<file path="src/rtl/core/qsort_pkg.sv">
// qsort_pkg: shared types for the quicksort engine
// request structs, controller state enum, controller/datapath command and status
`timescale 1ns / 1ps
package qsort_pkg;

	typedef struct packed {
		logic signed [15:0] value;
		logic               last_in;
	} in_req_t;

	typedef struct packed {
		logic signed [15:0] sorted_value;
		logic               last_out;
		logic [10:0]        comparisons;
	} out_req_t;

	typedef enum logic [3:0] {
		ST_LOAD,
		ST_START,
		ST_POP,
		ST_PIVOT,
		ST_RDJ,
		ST_CMP,
		ST_WRJ,
		ST_FINRD,
		ST_FINWR,
		ST_PUSH,
		ST_EMIT_RD,
		ST_EMIT
	} state_t;

	typedef struct packed {
		logic load_wr;
		logic start;
		logic pop;
		logic rd_pivot;
		logic rd_j;
		logic cmp;
		logic wr_j;
		logic fin_rd;
		logic fin_wr;
		logic push;
		logic emit_rd;
		logic emit_adv;
		logic done;
	} cmd_t;

	typedef struct packed {
		logic full;
		logic stack_empty;
		logic range_ok;
		logic j_end;
		logic le;
		logic emit_last;
		logic push_more;
	} sts_t;

endpackage

</file>
<file path="src/rtl/core/qsort_ctrl.sv">
// qsort_ctrl: sequencer for load, partition passes and emit
// depends on qsort_pkg
`timescale 1ns / 1ps
module qsort_ctrl (
	input  logic              clk,
	input  logic              arst_n,
	input  logic              in_valid,
	input  logic              in_last,
	input  logic              out_free,
	input  qsort_pkg::sts_t   sts,
	output logic              in_stall,
	output logic              out_load,
	output qsort_pkg::cmd_t   cmd
);
	import qsort_pkg::*;

	state_t state_q, state_d;

	always_ff @(posedge clk or negedge arst_n) begin
		if (!arst_n) state_q <= ST_LOAD;
		else         state_q <= state_d;
	end

	always_comb begin
		state_d = state_q;
		unique case (state_q)
			ST_LOAD:    if (in_valid && in_last) state_d = ST_START;
			ST_START:   state_d = ST_POP;
			ST_POP:     state_d = sts.stack_empty ? ST_EMIT_RD : ST_PIVOT;
			ST_PIVOT:   state_d = sts.range_ok ? ST_RDJ : ST_POP;
			ST_RDJ:     state_d = sts.j_end ? ST_FINRD : ST_CMP;
			ST_CMP:     state_d = sts.le ? ST_WRJ : ST_RDJ;
			ST_WRJ:     state_d = ST_RDJ;
			ST_FINRD:   state_d = ST_FINWR;
			ST_FINWR:   state_d = ST_PUSH;
			ST_PUSH:    state_d = sts.push_more ? ST_PUSH : ST_POP;
			ST_EMIT_RD: state_d = ST_EMIT;
			ST_EMIT:    if (out_free) state_d = sts.emit_last ? ST_LOAD : ST_EMIT_RD;
			default:    state_d = ST_LOAD;
		endcase
	end

	always_comb begin
		cmd      = '0;
		in_stall = 1'b1;
		out_load = 1'b0;
		unique case (state_q)
			ST_LOAD: begin
				in_stall    = 1'b0;
				cmd.load_wr = in_valid && !sts.full;
			end
			ST_START:   cmd.start    = 1'b1;
			ST_POP:     cmd.pop      = 1'b1;
			ST_PIVOT:   cmd.rd_pivot = 1'b1;
			ST_RDJ:     cmd.rd_j     = 1'b1;
			ST_CMP:     cmd.cmp      = 1'b1;
			ST_WRJ:     cmd.wr_j     = 1'b1;
			ST_FINRD:   cmd.fin_rd   = 1'b1;
			ST_FINWR:   cmd.fin_wr   = 1'b1;
			ST_PUSH:    cmd.push     = 1'b1;
			ST_EMIT_RD: cmd.emit_rd  = 1'b1;
			ST_EMIT: begin
				out_load     = out_free;
				cmd.emit_adv = out_free;
				cmd.done     = out_free && sts.emit_last;
			end
			default: ;
		endcase
	end
endmodule

</file>
<file path="src/rtl/core/qsort_dp.sv">
// qsort_dp: element memory, range stack, indexes and compare counter
// depends on qsort_pkg
`timescale 1ns / 1ps
module qsort_dp #(
	parameter int N  = 64,
	parameter int IW = 6,
	parameter int CW = 7
) (
	input  logic               clk,
	input  logic               arst_n,
	input  qsort_pkg::cmd_t    cmd,
	input  logic signed [15:0] in_value,
	output qsort_pkg::sts_t    sts,
	output logic signed [15:0] emit_value,
	output logic [10:0]        emit_count
);
	import qsort_pkg::*;

	logic signed [15:0] mem [N];
	logic [2*IW-1:0]    stk [N];
	logic signed [15:0] rd_q, pivot_q;
	logic [2*IW-1:0]    top_q;
	logic [CW-1:0]      cnt_q, sp_q;
	logic [IW-1:0]      lo_q, hi_q, i_q, j_q, k_q;
	logic [10:0]        cmp_q;
	logic [1:0]         pend_q;

	logic [IW-1:0] p_lo, p_hi;
	logic push_right, push_left;
	assign p_lo       = top_q[IW-1:0];
	assign p_hi       = top_q[2*IW-1:IW];
	assign push_right = ({1'b0, i_q} + 1'b1) < {1'b0, hi_q};
	assign push_left  = {1'b0, i_q} > ({1'b0, lo_q} + 1'b1);

	// memory port: one read, one write per cycle
	logic          we;
	logic [IW-1:0] wa, ra;
	logic signed [15:0] wd;
	always_comb begin
		we = 1'b0; wa = j_q; wd = rd_q; ra = k_q;
		if (cmd.load_wr) begin
			we = 1'b1; wa = cnt_q[IW-1:0]; wd = in_value;
		end else if (cmd.cmp && rd_q <= pivot_q) begin
			we = 1'b1; wa = i_q; wd = rd_q;     // element j moves to slot i
		end else if (cmd.wr_j) begin
			we = 1'b1; wa = j_q - 1'b1; wd = rd_q;   // old element i lands in slot j
		end else if (cmd.fin_wr) begin
			we = 1'b1; wa = i_q; wd = pivot_q;
		end else if (cmd.fin_rd) begin
			we = 1'b1; wa = hi_q; wd = rd_q;     // element i read at end of scan
		end
		if (cmd.rd_pivot)      ra = p_hi;
		else if (cmd.rd_j)     ra = sts.j_end ? i_q : j_q;
		else if (cmd.cmp)      ra = i_q;
		else if (cmd.emit_rd)  ra = k_q;
	end

	always_ff @(posedge clk) begin
		if (we) mem[wa] <= wd;
		rd_q <= mem[ra];
		top_q <= stk[sp_q[IW-1:0] - 1'b1];
		if (cmd.push || cmd.start) begin
			if (cmd.start)
				stk[0] <= {IW'(cnt_q - 1'b1), {IW{1'b0}}};
			else if (pend_q[0] && push_right)
				stk[sp_q[IW-1:0]] <= {hi_q, i_q + 1'b1};
			else
				stk[sp_q[IW-1:0]] <= {i_q - 1'b1, lo_q};
		end
		if (cmd.rd_pivot) begin lo_q <= p_lo; hi_q <= p_hi; end
	end

	always_ff @(posedge clk or negedge arst_n) begin
		if (!arst_n) begin
			cnt_q <= '0; sp_q <= '0; cmp_q <= '0; i_q <= '0; j_q <= '0;
			k_q <= '0; pend_q <= '0;
		end else begin
			if (cmd.load_wr) cnt_q <= cnt_q + 1'b1;
			if (cmd.start) begin
				cmp_q <= '0; k_q <= '0;
				sp_q  <= (cnt_q > CW'(1)) ? CW'(1) : '0;
			end
			if (cmd.pop) sp_q <= sp_q - 1'b1;
			if (cmd.rd_pivot) begin i_q <= p_lo; j_q <= p_lo; end
			if (cmd.rd_j && !sts.j_end) j_q <= j_q + 1'b1;
			if (cmd.rd_j && sts.j_end)  j_q <= i_q;
			if (cmd.cmp) begin
				if (cmp_q != 11'h7ff) cmp_q <= cmp_q + 1'b1;
				if (rd_q <= pivot_q) i_q <= i_q + 1'b1;
			end
			if (cmd.fin_rd) pend_q <= 2'b11;
			if (cmd.push) begin
				if (pend_q[0]) begin
					pend_q[0] <= 1'b0;
					if (push_right) sp_q <= sp_q + 1'b1;
				end else begin
					pend_q[1] <= 1'b0;
					if (push_left) sp_q <= sp_q + 1'b1;
				end
			end
			if (cmd.emit_adv) k_q <= k_q + 1'b1;
			if (cmd.done) begin cnt_q <= '0; sp_q <= '0; end
		end
	end

	// pivot latch: the memory read launched in PIVOT arrives next cycle (first RDJ)
	logic piv_ld_q;
	always_ff @(posedge clk or negedge arst_n) begin
		if (!arst_n) piv_ld_q <= 1'b0;
		else         piv_ld_q <= cmd.rd_pivot && (p_lo < p_hi);
	end
	always_ff @(posedge clk) if (piv_ld_q) pivot_q <= rd_q;

	always_comb begin
		sts.full        = cnt_q >= CW'(N);
		sts.stack_empty = sp_q == '0;
		sts.range_ok    = p_lo < p_hi;
		sts.j_end       = j_q == hi_q;
		sts.le          = rd_q <= pivot_q;
		sts.emit_last   = {1'b0, k_q} == (cnt_q - 1'b1);
		sts.push_more   = pend_q[0];
	end
	assign emit_value = rd_q;
	assign emit_count = cmp_q;
endmodule

</file>
<file path="src/rtl/core/quicksort_engine_with_compare_count.sv">
// quicksort engine: loads up to MAX_ELEMENTS values, sorts with lomuto quicksort, emits
// load accepts a request whenever one is offered; each comparison takes RDJ and CMP (and
// WRJ when it moves an element), bound by the element memory's single read port; each
// result is read in EMIT_RD and offered in EMIT; one set in flight at a time
// reset (arst_n low) clears the count and stack and returns to loading
// depends on qsort_pkg, qsort_ctrl, qsort_dp
`timescale 1ns / 1ps
module quicksort_engine_with_compare_count #(
	parameter int MAX_ELEMENTS = 64
) (
	input  logic                clk,
	input  logic                arst_n,
	input  logic                in_valid,
	output logic                in_stall,
	input  qsort_pkg::in_req_t  in_data,
	output logic                out_valid,
	input  logic                out_stall,
	output qsort_pkg::out_req_t out_data
);
	import qsort_pkg::*;

	localparam int IW = (MAX_ELEMENTS > 1) ? $clog2(MAX_ELEMENTS) : 1;
	localparam int CW = $clog2(MAX_ELEMENTS + 1);

	cmd_t cmd;
	sts_t sts;
	logic out_load, out_free;
	logic signed [15:0] emit_value;
	logic [10:0] emit_count;

	assign out_free = !out_valid || !out_stall;

	qsort_ctrl u_ctrl (
		.clk, .arst_n, .in_valid, .in_last(in_data.last_in), .out_free, .sts,
		.in_stall, .out_load, .cmd
	);

	qsort_dp #(.N(MAX_ELEMENTS), .IW(IW), .CW(CW)) u_dp (
		.clk, .arst_n, .cmd, .in_value(in_data.value), .sts, .emit_value, .emit_count
	);

	always_ff @(posedge clk or negedge arst_n) begin
		if (!arst_n)            out_valid <= 1'b0;
		else if (out_load)      out_valid <= 1'b1;
		else if (!out_stall)    out_valid <= 1'b0;
	end
	always_ff @(posedge clk)
		if (out_load) out_data <= '{emit_value, sts.emit_last, emit_count};

`ifndef SYNTH
	a_no_in_while_out: assert property (@(posedge clk) disable iff (!arst_n)
		!in_stall |-> !out_load) else $error("input taken during emit");
	a_one_cmd: assert property (@(posedge clk) disable iff (!arst_n)
		$onehot0(cmd) || (cmd.done && cmd.emit_adv && $countones(cmd) == 2))
		else $error("more than one datapath command");
	a_out_hold: assert property (@(posedge clk) disable iff (!arst_n)
		out_valid && out_stall |=> out_valid && $stable(out_data))
		else $error("stalled result changed");
`endif
endmodule

</file>
<file path="config.mk">
export PLATFORM = sky130hd
export DESIGN_NAME = quicksort_engine_with_compare_count
export DESIGN_NICKNAME = d
export VERILOG_FILES = /design/src/rtl/core/qsort_pkg.sv /design/src/rtl/core/qsort_ctrl.sv /design/src/rtl/core/qsort_dp.sv /design/src/rtl/core/quicksort_engine_with_compare_count.sv
export SDC_FILE = /design/constraint.sdc
export NUM_CORES = 2
export LEC_CHECK = 0
export BUFFER_PORTS_ARGS = -buffer_cell sky130_fd_sc_hd__clkbuf_2
export CAP_MARGIN = 40
export CORE_MARGIN = 1
export CORE_UTILIZATION = 33
export DETAILED_ROUTE_END_ITERATION = 16
export GPL_TIMING_DRIVEN = 0
export PLACE_DENSITY = 0.53
export SLEW_MARGIN = 20
export SYNTH_ARGS = -nofsm -noshare
export SYNTH_HDL_FRONTEND = slang
export SYNTH_HIERARCHICAL = 1
export SYNTH_SLANG_ARGS = --single-unit
</file>
<file path="constraint.sdc">
create_clock -name clk -period 8.6 [get_ports clk]
set_clock_uncertainty 0.2 [all_clocks]
set_input_delay 0.43 -clock clk [delete_from_list [all_inputs] [get_ports clk]]
set_output_delay 0.43 -clock clk [all_outputs]
set_load 0.01 [all_outputs]
</file>
==> results.toml <==
[outcome]
status = "finished clean"

[global_route]
grt_max_degree = 65
grt_antenna_before_repair = 11
grt_pass1_wl_mm = 326
overflow = 0
grt_usage = 0.192
grt_pass1_vias = 44722

[die]
initial_utilization = 0.333
die_y_um = 488
io_pins = 51
fp.coreArea_mm2 = 0.234
die-area_mm2 = 0.238
die_x_um = 488
fp-row-count = 177

[pwr]
intPower_uw = 19000
p_sw_uw = 10400
clockPowerShare = 0.279
total_power_uw = 29500
p_comb_frac = 0.327
leakage_uw = 0.0324
power_density_mw_per_mm2 = 319
peakVddDrop_v = 0.000370
seqPwrFrac = 0.393
switching_share = 0.354

[timing]
rsz0062_at_grt = "no"
min_period_ps = 6120
finalCritPeriodShare = 0.711
hold-worst-slack_ps = 73.6
worst_pin_slew_ps = 939
hold_viol_final = 0
finalSetupViolations = 0
fmaxAchievable_mhz = 164
slew_headroom = 0.366
slew_viol_final = 0

[drt]
drc_errors = 0
postRouteAntennaNets = 0
dr_total_vias = 46499
first_iter_violations = 4930
wl_per_cell_um = 25.9
dr.pass1.iters = 6
wl_mm = 231
via_per_inst = 5.23

[critical_path]
cp_num_buf_inv = 8
cp_top_family = "buffers and inverters"
cp_common_cell = "clkbuf_1"
cp_slowest_cell = "buf_1"
reg2reg_slack_ps = 2480
max_stage_delay_ps = 630
path_cells = "clkbuf_1 > clkbuf_1 > buf_1 > inv_1 > ha_1 > clkbuf_1 > clkbuf_1 > buf_8 > clkbuf_1 > mux4_2 > mux4_2 > mux4_2"
r2r_start = "u_dp/sp_q[0]$_DFF_PN0_"
path_max_fanout = 10
critPathLaunchType = "flop"
crit_type = "flop to flop"
arrival_ps = 6600
required_ps = 9080
worstSetupEndpointType = "flop"
critPathLaunch = "u_dp/sp_q[0]$_DFF_PN0_"

[hold_path]
min_from = "in_data[8]"
min_path_type = "input pin to flop"

[cts]
cts_max_level = 4
clk_pin_slew_worst_paths_ps = 70
cts-root-buf = "clkbuf_16"
cts_tree = "yes"
clk_latency_ps = 840
cts_buffers = 193
cts_sinks = 1926
cts_max_path_buffers = 3
cts_resized = 0

[cells_and_area]
area_growth_pct = 18.6
drive_gt1_frac = 0.182
nets = 5657

[yosys]
ys_warn_count = 6
synthCells = 5129
syn_area_mm2 = 0.0779
syn_nets = 5195
synth_area_per_cell_um2 = 15.2

[placement]
dpl.hpwl_mm = 167
portBuffers = 50
routabilityCongestion = 0.993

[run]
drv_cap = 0
[metrics by stage]
| stage | instances | instance area, um2 | setup WS [ps] | TNS, ps | util |
|---|---|---|---|---|---|
| finish | 8891 | 92400 | 2480 | 0 | 0.395 |
| global route | 8886 | 92400 | 2280 | 0 | 0.395 |
| CTS | 8875 | 92300 | 2450 | 0 | 0.395 |
| detailed placement | 8500 | 86000 | 2480 | 0 | 0.368 |
| global placement | 8311 | 82000 | -4930 | -4370970 | 0.351 |
| floorplan | 5129 | 77900 | 2550 | 0 | - |
[layer usage]
| layer | track usage | part of all wire |
|---|---|---|
| met1 | 0.265 | 0.43 |
| met2 | 0.306 | 0.47 |
| met3 | 0.0308 | 0.073 |
| met4 | 0.0670 | 0.036 |
| met5 | 0 | 0.000056 |
[area by class of cell]
cell class | instances | area [um2]
Inverter | 49 | 184
Fill cell | 21445 | 141000
Buffer | 316 | 1420
Tap cell | 3132 | 3920
Multi-Input combinational cell | 2838 | 19600
Sequential cell | 1926 | 57300
Antenna cell | 6 | 15.0
Clock inverter | 103 | 933
Timing Repair Buffer | 267 | 3800
Clock buffer | 254 | 5180
[flip-flops by register name (all words and copies together) (netlist names), 4 cells and up]
signal and flops:
u_dp/emit_count 11, u_dp/cnt_q 7, u_dp/sp_q 7, u_dp/hi_q 6, u_dp/i_q 6, u_dp/k_q 6, u_dp/lo_q 6, u_dp/top_q 12
u_dp/j_q 6, u_dp/emit_value 16, out_data 28, u_ctrl/state_q 4, u_dp/stk 768, u_dp/mem 1024, u_dp/pivot_q 16
[final timing paths]
kind,depth (start not counted),end
max,12,u_dp/top_q[8]$_DFF_P_
max reg2reg,12,u_dp/top_q[8]$_DFF_P_
max in group asynchronous,4,u_dp/sp_q[4]$_DFF_PN0_
min,3,u_dp/mem[3][7]$_DFFE_PP_
min reg2reg,0,u_dp/hi_q[5]$_DFFE_PP_
min in group asynchronous,4,out_valid$_DFFE_PN0P_
[worst min-delay path, cell delays in order]
cell and delay, ps:
clkbuf_2 80, nand2_1 100, o21ai_4 300
[cells in the final DEF (no fill, tap or decap), types with 100 or more instances in the layout]
cell type  instances
a21oi_1          219
buf_6            104
clkbuf_1         235
clkbuf_16        196
edfxtp_1        1848
mux2i_1          103
mux4_2           252
nand2_1          997
nand3_1          478
nor2_1           111
nor2_2           118
o21ai_0          100
[power groups by stage]
stage | clock [uW] | sequential [uW] | combinational (uW)
after CTS | 8400 | 11600 | 9600
after global placement | 0 | 12300 | 8340
final | 8230 | 11600 | 9650
after global routing | 8750 | 11600 | 10200
after floorplan | 0 | 11900 | 4790
after detailed placement | 0 | 11800 | 9580
[repair_timing]
| action | CTS | global route |
|---|---|---|
| buffers inserted | 0 | 0 |
| hold buffers | 18 | 0 |
| hold endpoints to repair | 140 | 0 |
| setup endpoints to repair | 0 | 0 |
(Power assumes the default switching activity.)
